File: config.mk
export PLATFORM = sky130hd
export DESIGN_NAME = meter_scan_acquisition_sequencer
export DESIGN_NICKNAME = d
export VERILOG_FILES = /design/src/hw/rtl/msas_pkg.sv /design/src/hw/rtl/msas_core.sv /design/src/hw/rtl/meter_scan_acquisition_sequencer.sv
export SDC_FILE = /design/constraint.sdc
export NUM_CORES = 1
export LEC_CHECK = 0
export BUFFER_PORTS_ARGS = -buffer_cell sky130_fd_sc_hd__buf_4
export CAP_MARGIN = 0
export CORE_UTILIZATION = 57
export CTS_CLUSTER_DIAMETER = 200
export DETAILED_ROUTE_END_ITERATION = 16
export GPL_TIMING_DRIVEN = 0
export MAX_ROUTING_LAYER = met4
export PLACE_DENSITY = 0.85
export SETUP_SLACK_MARGIN = 0.3
export SLEW_MARGIN = 20
export SYNTH_ARGS = -nofsm -noshare
export SYNTH_HDL_FRONTEND = slang
export SYNTH_SLANG_ARGS = --single-unit
File: constraint.sdc
create_clock -name clk -period 8.3 [get_ports clk]
set_clock_uncertainty 0.05 [all_clocks]
set_input_delay 0.83 -clock clk [delete_from_list [all_inputs] [get_ports clk]]
set_output_delay 0.83 -clock clk [all_outputs]
set_load 0.01 [all_outputs]
File: src/hw/rtl/msas_pkg.sv
// shared types and constants of the scan acquisition sequencer
// no dependencies; imported by msas_core and the top level

package msas_pkg;

    // fixed field widths
    localparam int WORD_W   = 64;
    localparam int COUNT_W  = 32;
    localparam int ACTIVE_W = 4;
    localparam int CMD_W    = 3;
    localparam int REASON_W = 2;
    localparam int CFG_IDX_W = 2;

    // parameter defaults
    localparam int MAX_CHANNELS_DEF = 14;
    localparam int CHANNEL_BITS_DEF = 4;
    localparam int SYNC_PERIOD_DEF  = 10;

    typedef enum logic [CMD_W-1:0] {
        CMD_NONE    = 3'd0,
        CMD_TRIGGER = 3'd1,
        CMD_HIRES   = 3'd2,
        CMD_RANGE   = 3'd3,
        CMD_CHANNEL = 3'd4
    } cmd_t;

    typedef enum logic [REASON_W-1:0] {
        STOP_NONE     = 2'd0,
        STOP_LIMIT    = 2'd1,
        STOP_CHAN_ERR = 2'd2,
        STOP_CHAN_MIS = 2'd3
    } stop_t;

    typedef enum logic [CFG_IDX_W-1:0] {
        CFG_HIRES  = 2'd0,
        CFG_LIMIT  = 2'd1,
        CFG_ACTIVE = 2'd2,
        CFG_SCAN   = 2'd3
    } cfg_idx_t;

    typedef enum logic [4:0] {
        PH_STOPPED   = 5'b00001,
        PH_TRIGGERED = 5'b00010,
        PH_HIRES     = 5'b00100,
        PH_RANGE     = 5'b01000,
        PH_CHANSYNC  = 5'b10000
    } phase_t;

    // fixed-width configuration handed to the sequencer core
    typedef struct packed {
        logic                hires_enabled;
        logic [COUNT_W-1:0]  sample_limit;
        logic [ACTIVE_W-1:0] active_channel_count;
    } cfg_t;

    // one result as computed by the core
    typedef struct packed {
        cmd_t              cmd;
        logic              sample_valid;
        logic [WORD_W-1:0] base_word;
        logic [WORD_W-1:0] hires_word;
        logic [WORD_W-1:0] range_word;
        logic              stopped;
        stop_t             reason;
    } res_t;

endpackage

File: src/hw/rtl/msas_core.sv
// sequencer state registers and the single-pass step logic
// depends on msas_pkg

module msas_core #(
    parameter int MAX_CHANNELS = msas_pkg::MAX_CHANNELS_DEF,
    parameter int CHANNEL_BITS = msas_pkg::CHANNEL_BITS_DEF,
    parameter int SYNC_PERIOD  = msas_pkg::SYNC_PERIOD_DEF,
    localparam int SCAN_W      = MAX_CHANNELS * CHANNEL_BITS
) (
    input  logic                          clk,
    input  logic                          rst_n,
    input  logic                          step,
    input  logic                          op,
    input  logic                          reply_ok,
    input  logic [msas_pkg::WORD_W-1:0]   reply_value,
    input  logic [CHANNEL_BITS-1:0]       reply_channel,
    input  msas_pkg::cfg_t                cfg,
    input  logic [SCAN_W-1:0]             scan_list,
    output msas_pkg::res_t                res,
    output logic [CHANNEL_BITS-1:0]       sample_channel
);

    import msas_pkg::*;

    localparam int POS_W  = (MAX_CHANNELS > 1) ? $clog2(MAX_CHANNELS) : 1;
    localparam int SYNC_W = $clog2(SYNC_PERIOD);
    localparam int CMP_W  = ACTIVE_W + POS_W + 1;
    localparam logic [CMP_W-1:0]  MAX_N     = CMP_W'(MAX_CHANNELS);
    localparam logic [SYNC_W-1:0] SYNC_LAST = SYNC_W'(SYNC_PERIOD - 1);

    phase_t              phase_reg, phase_next;
    logic [WORD_W-1:0]   base_reg, base_next;
    logic [WORD_W-1:0]   hires_reg, hires_next;
    logic [WORD_W-1:0]   range_reg, range_next;
    logic [POS_W-1:0]    pos_reg, pos_next;
    logic [COUNT_W-1:0]  count_reg, count_next;
    logic [SYNC_W-1:0]   sync_reg, sync_next;
    stop_t               reason_reg, reason_next;

    logic [CMP_W-1:0]        n_eff;
    logic [CMP_W-1:0]        active_ext;
    logic [POS_W-1:0]        pos_adv;
    logic [CHANNEL_BITS-1:0] chan_cur;
    logic [COUNT_W-1:0]      count_inc;
    logic [SYNC_W-1:0]       sync_inc;
    logic                    limit_new;
    logic                    limit_cur;

    // effective channel count: zero acts as one, clipped to the list size
    assign active_ext = CMP_W'(cfg.active_channel_count);
    assign n_eff = (active_ext == '0) ? CMP_W'(1) :
                   (active_ext > MAX_N) ? MAX_N : active_ext;

    assign pos_adv = ((CMP_W'(pos_reg) + CMP_W'(1)) >= n_eff) ? '0 : pos_reg + 1'b1;

    assign chan_cur = (int'(pos_reg) < MAX_CHANNELS) ?
                      scan_list[pos_reg*CHANNEL_BITS +: CHANNEL_BITS] : '0;

    assign count_inc = (count_reg == '1) ? count_reg : count_reg + 1'b1;
    assign sync_inc  = (sync_reg == SYNC_LAST) ? '0 : sync_reg + 1'b1;
    assign limit_new = (cfg.sample_limit != '0) && (count_inc >= cfg.sample_limit);
    assign limit_cur = (cfg.sample_limit != '0) && (count_reg >= cfg.sample_limit);

    always_comb
    begin
        phase_next  = phase_reg;
        base_next   = base_reg;
        hires_next  = hires_reg;
        range_next  = range_reg;
        pos_next    = pos_reg;
        count_next  = count_reg;
        sync_next   = sync_reg;
        reason_next = reason_reg;
        res.cmd          = CMD_NONE;
        res.sample_valid = 1'b0;
        res.base_word    = '0;
        res.hires_word   = '0;
        res.range_word   = '0;
        sample_channel   = '0;

        if (op)
        begin
            count_next  = '0;
            sync_next   = '0;
            pos_next    = '0;
            reason_next = STOP_NONE;
            phase_next  = PH_TRIGGERED;
            res.cmd     = CMD_TRIGGER;
        end
        else
        begin
            unique case (phase_reg)
                PH_STOPPED:
                begin
                    phase_next = PH_STOPPED;
                end
                PH_TRIGGERED:
                begin
                    if (!reply_ok)
                    begin
                        res.cmd = CMD_TRIGGER;
                    end
                    else
                    begin
                        base_next = reply_value;
                        if (cfg.hires_enabled)
                        begin
                            phase_next = PH_HIRES;
                            res.cmd    = CMD_HIRES;
                        end
                        else
                        begin
                            hires_next = '0;
                            phase_next = PH_RANGE;
                            res.cmd    = CMD_RANGE;
                        end
                    end
                end
                PH_HIRES:
                begin
                    if (!reply_ok)
                    begin
                        phase_next = PH_TRIGGERED;
                        res.cmd    = CMD_TRIGGER;
                    end
                    else
                    begin
                        hires_next = reply_value;
                        phase_next = PH_RANGE;
                        res.cmd    = CMD_RANGE;
                    end
                end
                PH_RANGE:
                begin
                    if (!reply_ok)
                    begin
                        phase_next = PH_TRIGGERED;
                        res.cmd    = CMD_TRIGGER;
                    end
                    else
                    begin
                        range_next       = reply_value;
                        res.sample_valid = 1'b1;
                        res.base_word    = base_reg;
                        res.hires_word   = hires_reg;
                        res.range_word   = reply_value;
                        sample_channel   = chan_cur;
                        count_next       = count_inc;
                        sync_next        = sync_inc;
                        if (limit_new)
                        begin
                            phase_next  = PH_STOPPED;
                            reason_next = STOP_LIMIT;
                        end
                        else
                        begin
                            pos_next = pos_adv;
                            if (sync_inc == SYNC_LAST && n_eff > CMP_W'(1))
                            begin
                                phase_next = PH_CHANSYNC;
                                res.cmd    = CMD_CHANNEL;
                            end
                            else
                            begin
                                phase_next = PH_TRIGGERED;
                                res.cmd    = CMD_TRIGGER;
                            end
                        end
                    end
                end
                PH_CHANSYNC:
                begin
                    priority if (!reply_ok)
                    begin
                        phase_next  = PH_STOPPED;
                        reason_next = STOP_CHAN_ERR;
                    end
                    else if (reply_channel != chan_cur)
                    begin
                        phase_next  = PH_STOPPED;
                        reason_next = STOP_CHAN_MIS;
                    end
                    else if (limit_cur)
                    begin
                        phase_next  = PH_STOPPED;
                        reason_next = STOP_LIMIT;
                    end
                    else
                    begin
                        phase_next = PH_TRIGGERED;
                        res.cmd    = CMD_TRIGGER;
                    end
                end
                default:
                begin
                    phase_next = PH_STOPPED;
                end
            endcase
        end

        res.stopped = (phase_next == PH_STOPPED);
        res.reason  = reason_next;
    end

    always_ff @(posedge clk or negedge rst_n)
    begin
        if (!rst_n)
        begin
            phase_reg  <= PH_STOPPED;
            base_reg   <= '0;
            hires_reg  <= '0;
            range_reg  <= '0;
            pos_reg    <= '0;
            count_reg  <= '0;
            sync_reg   <= '0;
            reason_reg <= STOP_NONE;
        end
        else if (step)
        begin
            phase_reg  <= phase_next;
            base_reg   <= base_next;
            hires_reg  <= hires_next;
            range_reg  <= range_next;
            pos_reg    <= pos_next;
            count_reg  <= count_next;
            sync_reg   <= sync_next;
            reason_reg <= reason_next;
        end
    end

`ifndef SYNTHESIS
    a_start_rearms: assert property (@(posedge clk) disable iff (!rst_n)
        step && op |=> phase_reg == PH_TRIGGERED && count_reg == '0 && sync_reg == '0)
        else $error("start beat did not rearm the sequencer");

    a_stop_no_cmd: assert property (@(posedge clk) disable iff (!rst_n)
        res.stopped == (res.cmd == CMD_NONE))
        else $error("stopped flag and issued command disagree");

    a_sample_cmd: assert property (@(posedge clk) disable iff (!rst_n)
        res.sample_valid |-> (res.cmd == CMD_TRIGGER || res.cmd == CMD_CHANNEL
                              || res.cmd == CMD_NONE))
        else $error("sample emitted with a read command");

    a_pos_bound: assert property (@(posedge clk) disable iff (!rst_n)
        int'(pos_reg) < MAX_CHANNELS)
        else $error("scan position beyond the scan list");

    a_reason_on_stop: assert property (@(posedge clk) disable iff (!rst_n)
        step && !op && phase_reg != PH_STOPPED && phase_next == PH_STOPPED
        |-> reason_next != STOP_NONE)
        else $error("stop without a reason");
`endif

endmodule

File: src/hw/rtl/meter_scan_acquisition_sequencer.sv
// top level of the scan acquisition sequencer: configuration registers,
// input beat register and result register around msas_core; uses msas_pkg

// The block takes one beat per clock cycle on its input while not stalled and
// gives exactly one result beat for each: the beat is first captured in an
// input register, then the single-pass step logic in msas_core updates the
// sequencer state and loads the result register. The sustained rate of one
// beat per cycle is set by that one step in msas_core; a stall on the
// output holds the result register and, through it, stalls the input only when
// both registers are full. A start beat (op = 1) arms the sequencer and issues
// a trigger; reply beats walk through base reading, optional high-resolution
// word and range, emitting each complete sample with its scan channel.
// Configuration is written through cfg_write_en / cfg_index / cfg_data and
// should only be changed while no beat is in flight.

module meter_scan_acquisition_sequencer #(
    parameter int MAX_CHANNELS = msas_pkg::MAX_CHANNELS_DEF,
    parameter int CHANNEL_BITS = msas_pkg::CHANNEL_BITS_DEF,
    parameter int SYNC_PERIOD  = msas_pkg::SYNC_PERIOD_DEF,
    localparam int SCAN_W      = MAX_CHANNELS * CHANNEL_BITS,
    localparam int CFG_DW      = (SCAN_W > msas_pkg::COUNT_W) ? SCAN_W : msas_pkg::COUNT_W
) (
    input  logic                             clk,
    input  logic                             rst_n,
    // configuration write port
    input  logic                             cfg_write_en,
    input  logic [msas_pkg::CFG_IDX_W-1:0]   cfg_index,
    input  logic [CFG_DW-1:0]                cfg_data,
    // input channel
    input  logic                             in_valid,
    output logic                             in_stall,
    input  logic                             op,
    input  logic                             reply_ok,
    input  logic [msas_pkg::WORD_W-1:0]      reply_value,
    input  logic [CHANNEL_BITS-1:0]          reply_channel,
    // result channel
    output logic                             out_valid,
    input  logic                             out_stall,
    output logic [msas_pkg::CMD_W-1:0]       next_command,
    output logic                             sample_valid,
    output logic [msas_pkg::WORD_W-1:0]      sample_base,
    output logic [msas_pkg::WORD_W-1:0]      sample_hires,
    output logic [msas_pkg::WORD_W-1:0]      sample_range,
    output logic [CHANNEL_BITS-1:0]          sample_channel,
    output logic                             stopped,
    output logic [msas_pkg::REASON_W-1:0]    stop_reason
);

    import msas_pkg::*;

    // configuration registers
    logic                cfg_hires_reg;
    logic [COUNT_W-1:0]  cfg_limit_reg;
    logic [ACTIVE_W-1:0] cfg_active_reg;
    logic [SCAN_W-1:0]   cfg_scan_reg;
    cfg_t                cfg;

    // input beat register
    logic                    in_vld_reg, in_vld_next;
    logic                    in_op_reg;
    logic                    in_ok_reg;
    logic [WORD_W-1:0]       in_value_reg;
    logic [CHANNEL_BITS-1:0] in_chan_reg;

    // result register
    logic                    out_vld_reg, out_vld_next;
    res_t                    res_reg;
    logic [CHANNEL_BITS-1:0] res_chan_reg;

    res_t                    res;
    logic [CHANNEL_BITS-1:0] res_chan;
    logic                    out_free;
    logic                    step;
    logic                    in_take;

    // configuration writes, decoded by register index
    always_ff @(posedge clk or negedge rst_n)
    begin
        if (!rst_n)
        begin
            cfg_hires_reg  <= 1'b0;
            cfg_limit_reg  <= '0;
            cfg_active_reg <= ACTIVE_W'(1);
            cfg_scan_reg   <= '0;
        end
        else if (cfg_write_en)
        begin
            unique case (cfg_idx_t'(cfg_index))
                CFG_HIRES:  cfg_hires_reg  <= cfg_data[0];
                CFG_LIMIT:  cfg_limit_reg  <= cfg_data[COUNT_W-1:0];
                CFG_ACTIVE: cfg_active_reg <= cfg_data[ACTIVE_W-1:0];
                CFG_SCAN:   cfg_scan_reg   <= cfg_data[SCAN_W-1:0];
                default:    cfg_hires_reg  <= cfg_hires_reg;
            endcase
        end
    end

    assign cfg.hires_enabled        = cfg_hires_reg;
    assign cfg.sample_limit         = cfg_limit_reg;
    assign cfg.active_channel_count = cfg_active_reg;

    // the result register frees up when empty or when its beat is taken
    assign out_free = !out_vld_reg || !out_stall;
    // a captured beat steps the sequencer once the result register can take it
    assign step     = in_vld_reg && out_free;
    // the input register holds only while its beat cannot move on
    assign in_stall = in_vld_reg && !out_free;
    assign in_take  = in_valid && !in_stall;

    always_comb
    begin
        in_vld_next = in_vld_reg;
        if (in_take)
        begin
            in_vld_next = 1'b1;
        end
        else if (step)
        begin
            in_vld_next = 1'b0;
        end
    end

    always_comb
    begin
        out_vld_next = out_vld_reg;
        if (step)
        begin
            out_vld_next = 1'b1;
        end
        else if (out_vld_reg && !out_stall)
        begin
            out_vld_next = 1'b0;
        end
    end

    always_ff @(posedge clk or negedge rst_n)
    begin
        if (!rst_n)
        begin
            in_vld_reg  <= 1'b0;
            out_vld_reg <= 1'b0;
        end
        else
        begin
            in_vld_reg  <= in_vld_next;
            out_vld_reg <= out_vld_next;
        end
    end

    // payload registers, no reset needed
    always_ff @(posedge clk)
    begin
        if (in_take)
        begin
            in_op_reg    <= op;
            in_ok_reg    <= reply_ok;
            in_value_reg <= reply_value;
            in_chan_reg  <= reply_channel;
        end
        if (step)
        begin
            res_reg      <= res;
            res_chan_reg <= res_chan;
        end
    end

    msas_core #(
        .MAX_CHANNELS (MAX_CHANNELS),
        .CHANNEL_BITS (CHANNEL_BITS),
        .SYNC_PERIOD  (SYNC_PERIOD)
    ) u_core (
        .clk            (clk),
        .rst_n          (rst_n),
        .step           (step),
        .op             (in_op_reg),
        .reply_ok       (in_ok_reg),
        .reply_value    (in_value_reg),
        .reply_channel  (in_chan_reg),
        .cfg            (cfg),
        .scan_list      (cfg_scan_reg),
        .res            (res),
        .sample_channel (res_chan)
    );

    // result beat
    assign out_valid      = out_vld_reg;
    assign next_command   = res_reg.cmd;
    assign sample_valid   = res_reg.sample_valid;
    assign sample_base    = res_reg.base_word;
    assign sample_hires   = res_reg.hires_word;
    assign sample_range   = res_reg.range_word;
    assign sample_channel = res_chan_reg;
    assign stopped        = res_reg.stopped;
    assign stop_reason    = res_reg.reason;

endmodule
### Word-level counts from Yosys, hierarchy flattened

Index checks and enable logic that the tools add are counted.

| storage, ports and cells | value |
|---|---|
| register bits | 543 |
| output and inout port bits | 205 |

| cells by class | value |
|---|---|
| $add $sub $neg | 4 |
| $lt $le $gt $ge | 6 |
| equal/unequal tests | 16 |
| shift-type cells | 1 |
| multiplexer cells | 53 |
| bitwise operators | 3 |
| reduce and logical (&&, ||, !) cells | 30 |

Operator list:

| kind | number |
|---|---|
| 2-to-1 mux 193 bit | 1 |
| 2-to-1 mux 64 bit | 3 |
| 2-to-1 mux 32 bit | 4 |
| case mux 64 bit (2 select lines) | 1 |
| greater-or-equal comparator 32 bit | 2 |
| variable part select 56 x 7 -> 4 bit | 1 |
| 2-to-1 mux 4 bit | 13 |
| adder 32 x 1 -> 32 bit, second input constant | 1 |
| equality test 32 bit, second input constant | 1 |
| nonzero test 32 bit | 1 |
| 2-to-1 mux 5 bit | 6 |
| case mux 5 bit (4 select lines) | 1 |
| 2-to-1 mux 2 bit | 9 |
| 2-to-1 mux 3 bit | 6 |
| case mux 3 bit (4 select lines) | 1 |
| nonzero test 2 bit | 5 |
| greater-or-equal comparator 9 bit | 1 |
| > comparator 9 x 1 -> 1 bit, second input constant | 1 |
| logical NOT 9 bit | 1 |
| 2-to-1 mux 9 bit | 1 |
| adder 4 x 1 -> 4 bit, second input constant | 2 |
| equality test 4 bit, second input constant | 2 |
| != test 2 bit, second input constant | 4 |
| AND reduction 2 bit | 4 |
| other kinds (23) | 41 |

### Longest topological paths before layout

| logic depth | value |
|---|---|
| depth in word-level cells | 11 |
| depth in mapped cells | 17 |
| mapped depth without buffers | 16 |

### By module

From an unflattened synthesis, not the netlist that was laid out.

| second synthesis, totals | value |
|---|---|
| cells, all modules | 1793 |
| area total of the unflattened synthesis | 23369.9 µm² |

Modules (own cells, without submodules):

| module | instances | cells each | area each (µm²) |
|---|---|---|---|
| meter_scan_acquisition_sequencer | 1 | 480 | 11760.0 |
| msas_core | 1 | 1313 | 11609.9 |

### Least setup slack after synthesis

No wires, ideal clock.

| timing path | value |
|---|---|
| path kind | input to register |
| start | in out_stall |
| end | reg u_core.count_reg[10] |
| library setup time | 95 ps |
| arrival time | 7132 ps |
| slack | 1022 ps |
| stages | 7 |
| buffers on the path | 1 |
| path through | nand2_1 -> nand2_1 -> clkinv_1 -> o21ai_1 -> clkbuf_1 -> o21ai_0 -> o31ai_1 |

| between the ends | value |
|---|---|
| longest elaborated chain between the ends | 4 |

RTL lines:

| item | RTL line | source |
|---|---|---|
| from (decl) | meter_scan_acquisition_sequencer.sv:38 | `input logic out_stall,` |
| logical NOT 1 bit | meter_scan_acquisition_sequencer.sv:103 | `assign out_free = !out_vld_reg \|\| !out_stall;` |
| logical OR 1 bit | meter_scan_acquisition_sequencer.sv:103 |  |
| logical AND 1 bit | meter_scan_acquisition_sequencer.sv:105 | `assign step = in_vld_reg && out_free;` |
| AND reduction 3 bit (no line) | - |  |
| to (signal assigned) | msas_core.sv:225 | `count_reg <= count_next;` |
| to (decl) | msas_core.sv:36 | `logic [COUNT_W-1:0] count_reg, count_next;` |

Every way passes these cells.
A chain may end at the register's enable or synchronous reset.

### Worst setup path after layout

| timing path | value |
|---|---|
| start | reg u_core.count_reg[9] |
| end | reg u_core.pos_reg[1] |

| between the ends | value |
|---|---|
| longest elaborated chain between the ends | 6 |
| elaborated cells between the ends (all ways) | 7 |
| classes of those cells | add/sub (1); order compare (1); eq/ne (2); mux (1); reduce/logical (2) |

RTL lines:

| item | RTL line | source |
|---|---|---|
| adder 32 x 1 -> 32 bit or equality test 32 bit (tied branches) | msas_core.sv:59 | `assign count_inc = (count_reg == '1) ? count_reg : count_reg + 1'b1;` |
| 2-to-1 mux 32 bit (*) | msas_core.sv:59 |  |
| greater-or-equal comparator 32 bit (*) | msas_core.sv:61 | `assign limit_new = (cfg.sample_limit != '0) && (count_inc >= cfg.sample_limit);` |
| logical AND 1 bit (*) | msas_core.sv:61 |  |
| != test 2 bit (no line) (*) | - |  |
| AND reduction 4 bit (no line) (*) | - |  |
| to (signal assigned) | msas_core.sv:224 | `pos_reg <= pos_next;` |
| to (decl) | msas_core.sv:35 | `logic [POS_W-1:0] pos_reg, pos_next;` |

Every way passes the cells marked *; elsewhere a longest branch is shown, timed or not.

==> key figures <==
Run status
  – Status: finished clean

STA
  – Slew Viols, Final: 0
  – Slew @ Worst Pin: between 0.8 and 0.9 ns
  – Final hold vios: 0
  – Setup violations, final: 0
  – Slew HR: 0.419
  – Min Tclk post-route: between 5 and 6 ns
  – RSZ-0062 raised after global routing: false
  – Setup slack after layout: approximately 3.3 ns
  – Fmax: 199 MHz
  – Crit share post-route: 0.606
  – Hold_ws: ~0.33 ns

Synthesis
  – Ys Warns: 0
  – Syn Nets: about 2000
  – Sequential cell area fraction in the yosys report: 0.642
  – Post-synth EDFFs: between 200 and 300
  – Top-area cell type share of the netlist area: 0.352
  – Mapped cell area: between 20000 and 25000 µm²
  – Largest family of logic cells by synthesized area: simple AND/OR/NAND/NOR gates
  – Avg Inst Size Synth: approximately 13 µm²
  – Count of cell types in the netlist: 72
  – Main synth FF type: edfxtp_1
  – Gate Count Post-Synth: around 1800
  – Cell taking the most area after synthesis: edfxtp_1
  – FF+latch count, synth: approximately 540
  – Adder-Cell Fraction of Synth Area: 0.0392
  – Synth Area in Compound Gates: 0.0624
  – XOR/XNOR share of the synthesized area: 0.0154
  – Mux cell area share after synthesis: 0.0912
  – Asr flop ratio synth: 0.497
  – Top post-synthesis cells by area: edfxtp_1, dfrtp_1, mux2_2, and2_1, ha_1
  – Post-Synth Simple-Gate Area: 0.127

Setup path
  – Worst-case reg-to-reg path depth: 16
  – WP depth: 16
  – CP Data Required Time: a little under 9 ns
  – CP endpoint kind: register
  – Startpoint Class: register
  – Crit path buf inv count: 1
  – Worst EP arrival: 5.47 ns
  – Critical path fanouts, max: 8
  – Slowest cell on crit path: a32oi_1
  – Worst setup path start: u_core.count_reg[9]
  – Reg2Reg Setup Slack: between 3 and 4 ns
  – CP dominant cell by count: a21o_1
  – Critical Path Sink: u_core.pos_reg[1]
  – Origin of the critical flop-to-flop path: u_core.count_reg[9]
  – Worst path top cell family by delay: compound AO/OA/AOI/OAI gates
  – Crit Path Class: reg2reg
  – Ordered list of cells on the worst path: buf_2 > nand4_2 > or4_4 > nor4_4 > a21oi_2 > and3_4 > xor2_1 > ha_1 > a21o_1 > a21o_1 > a221oi_1 > o211ai_1 > a32oi_1 > a21oi_1 > nor2_2 > mux2_2
  – R2R Path End: u_core.pos_reg[1]
  – Slowest stage delay, CP: 0.61 ns

Drt
  – Initial DRC Count: 1257
  – Routed len/inst: 22.1 µm
  – DRC: 0
  – Final WL: between 60000 and 70000 µm
  – Routed Antenna Nets: 0
  – Highest Signal Layer: met4
  – Vias per cell: 5.78
  – Met2 WL: a little over 30000 µm
  – 1st-pass router iterations: 6
  – Met3 wire len: 4420 µm
  – Metal1 wirelength: approximately 23000 µm
  – Total number of vias: 15900

Pwr
  – Leak Pwr: ~0.012 µW
  – P per Cell Area: 241 nW/µm²
  – Peak VDD IR: approximately 0.18 mV

Die
  – Die footprint: 41700 µm²
  – Chip height: approximately 200 µm
  – Die X: ~200 µm
  – Initial Util: 0.582
  – Site Rows: 73
  – Core area: 40000 µm²
  – Boundary pin count: approximately 340

Clock network
  – CTS tree: done
  – Clock slew at reported path FFs: 0.07 ns
  – Num CTS Buffers: 52
  – Clock latency on the worst-skew pair: between 0.6 and 0.7 ns
  – Max clock buf depth: 3
  – Max H-tree Level: 2
  – Root Buffer: clkbuf_16
  – Cts repair resizes: 0
  – # clock sinks: roughly 540

Min path
  – Worst min-delay path class: in2reg
  – Min-delay src: reply_value[3]

Global route
  – Initial antenna violation count: 4
  – Largest net degree at the start of global routing: between 100 and 150
  – Global-route wire length before repair: 93100 µm
  – Number of global-route vias before repair: 16300
  – GRT Overall Usage: 0.305
  – GRT overflow: 0

Placed design
  – Dpl ws: 3.34 ns
  – Final GP Congestion: approximately 0.92
  – HPWL after DPL: approximately 43000 µm
  – Buffers on Ports: about 340

Flow run
  – Max-cap violation count: 0

Finish
  – Layout Nets: approximately 2400
  – Layout cells sized above 1: 0.277
  – Area grow syn2layout: 21.9%
## cells in the final DEF (no fill, tap or decap), types with 13 or more instances in the layout
cell type	count
a21o_1	14
a21oi_1	29
and2_1	196
and3_1	13
buf_4	336
clkbuf_1	83
clkbuf_16	53
dfrtp_1	268
edfxtp_1	273
ha_1	73
inv_1	46
mux2_2	162
nand2_1	202
nand3_1	25
nand4_1	14
nor2_1	52
o21ai_0	122
xnor2_1	19
xor2_1	22
## per-layer routing
| layer | vias to the layer above | GRT usage |
|---|---|---|
| met2 | 737 | 0.511 |
| met5 | - | - |
| met3 | 130 | 0.0566 |
| met1 | 7889 | 0.365 |
| met4 | 0 | 0.126 |
| li1 | 7133 | - |
## Yosys cell counts, types with 25 or more instances
| library cell | number |
|---|---|
| o21ai_0 | 122 |
| clkbuf_1 | 70 |
| nand3_1 | 25 |
| mux2_2 | 162 |
| inv_1 | 46 |
| nand2_1 | 202 |
| edfxtp_1 | 273 |
| nor2_1 | 52 |
| and2_1 | 197 |
| ha_1 | 73 |
| a21oi_1 | 29 |
| dfrtp_1 | 268 |
## kinds of logic (layout without fill, tap and decap cells)
logic type                 after synthesis  count (layout)
xor gates and xnor gates                41              41
buffers and inverters                  132             574
muxes                                  182             182
and+or+nand+nor                        568             568
AOI/OAI and AO/OA                      241             241
other                                    0               4
DFF                                    543             543
adders and majority gates               73              73
## power breakdown
part | switching, µW | internal (µW)
clock network | 1030 | 1360
logic | 531 | 513
registers | 208 | 3200
total | 1760 | 5080
## worst min path at each step
stage / endpoint / slack (ns) / depth (start not counted)
global route: in_value_reg[3] / 0.31 / 1
floorplan: u_core.hires_reg[0] / 0.39 / 2
CTS: in_value_reg[3] / 0.30 / 1
global placement: u_core.hires_reg[56] / 0.40 / 2
detailed placement: u_core.hires_reg[3] / 0.41 / 2
finish: in_value_reg[3] / 0.33 / 1
## area by class of cell
cell class	count	area (µm²)
clock inverter	29	303
sequential	543	15000
fill	2516	11600
inverter	48	185
timing repair buffer	344	2710
clock buffer	69	1420
multi-input combinational	1105	7800
buffer	84	352
antenna	4	10.0
tap	525	657
## per-stage QoR
| stage | total power, µW | cells | cell area (µm²) | utilization | setup TNS, ns |
|---|---|---|---|---|---|
| 4_1_cts | 6870 | 2747 | 28400 | 0.709 | 0 |
| 2_1_floorplan | 4050 | 1780 | 23300 | - | 0 |
| 3_3_place_gp | 4410 | 2642 | 26500 | 0.662 | -182.29 |
| 6_report | 6840 | 2751 | 28400 | 0.710 | 0 |
| 3_5_place_dp | 4470 | 2648 | 26700 | 0.666 | 0 |
| 5_1_grt | 7090 | 2751 | 28400 | 0.710 | 0 |
## repair_timing
action                    4_1_cts  5_1_grt
hold buffers                    1        0
setup buffers                   0        0
hold endpoints to repair        3        0
No activity file was read; power rests on OpenSTA's default activity.
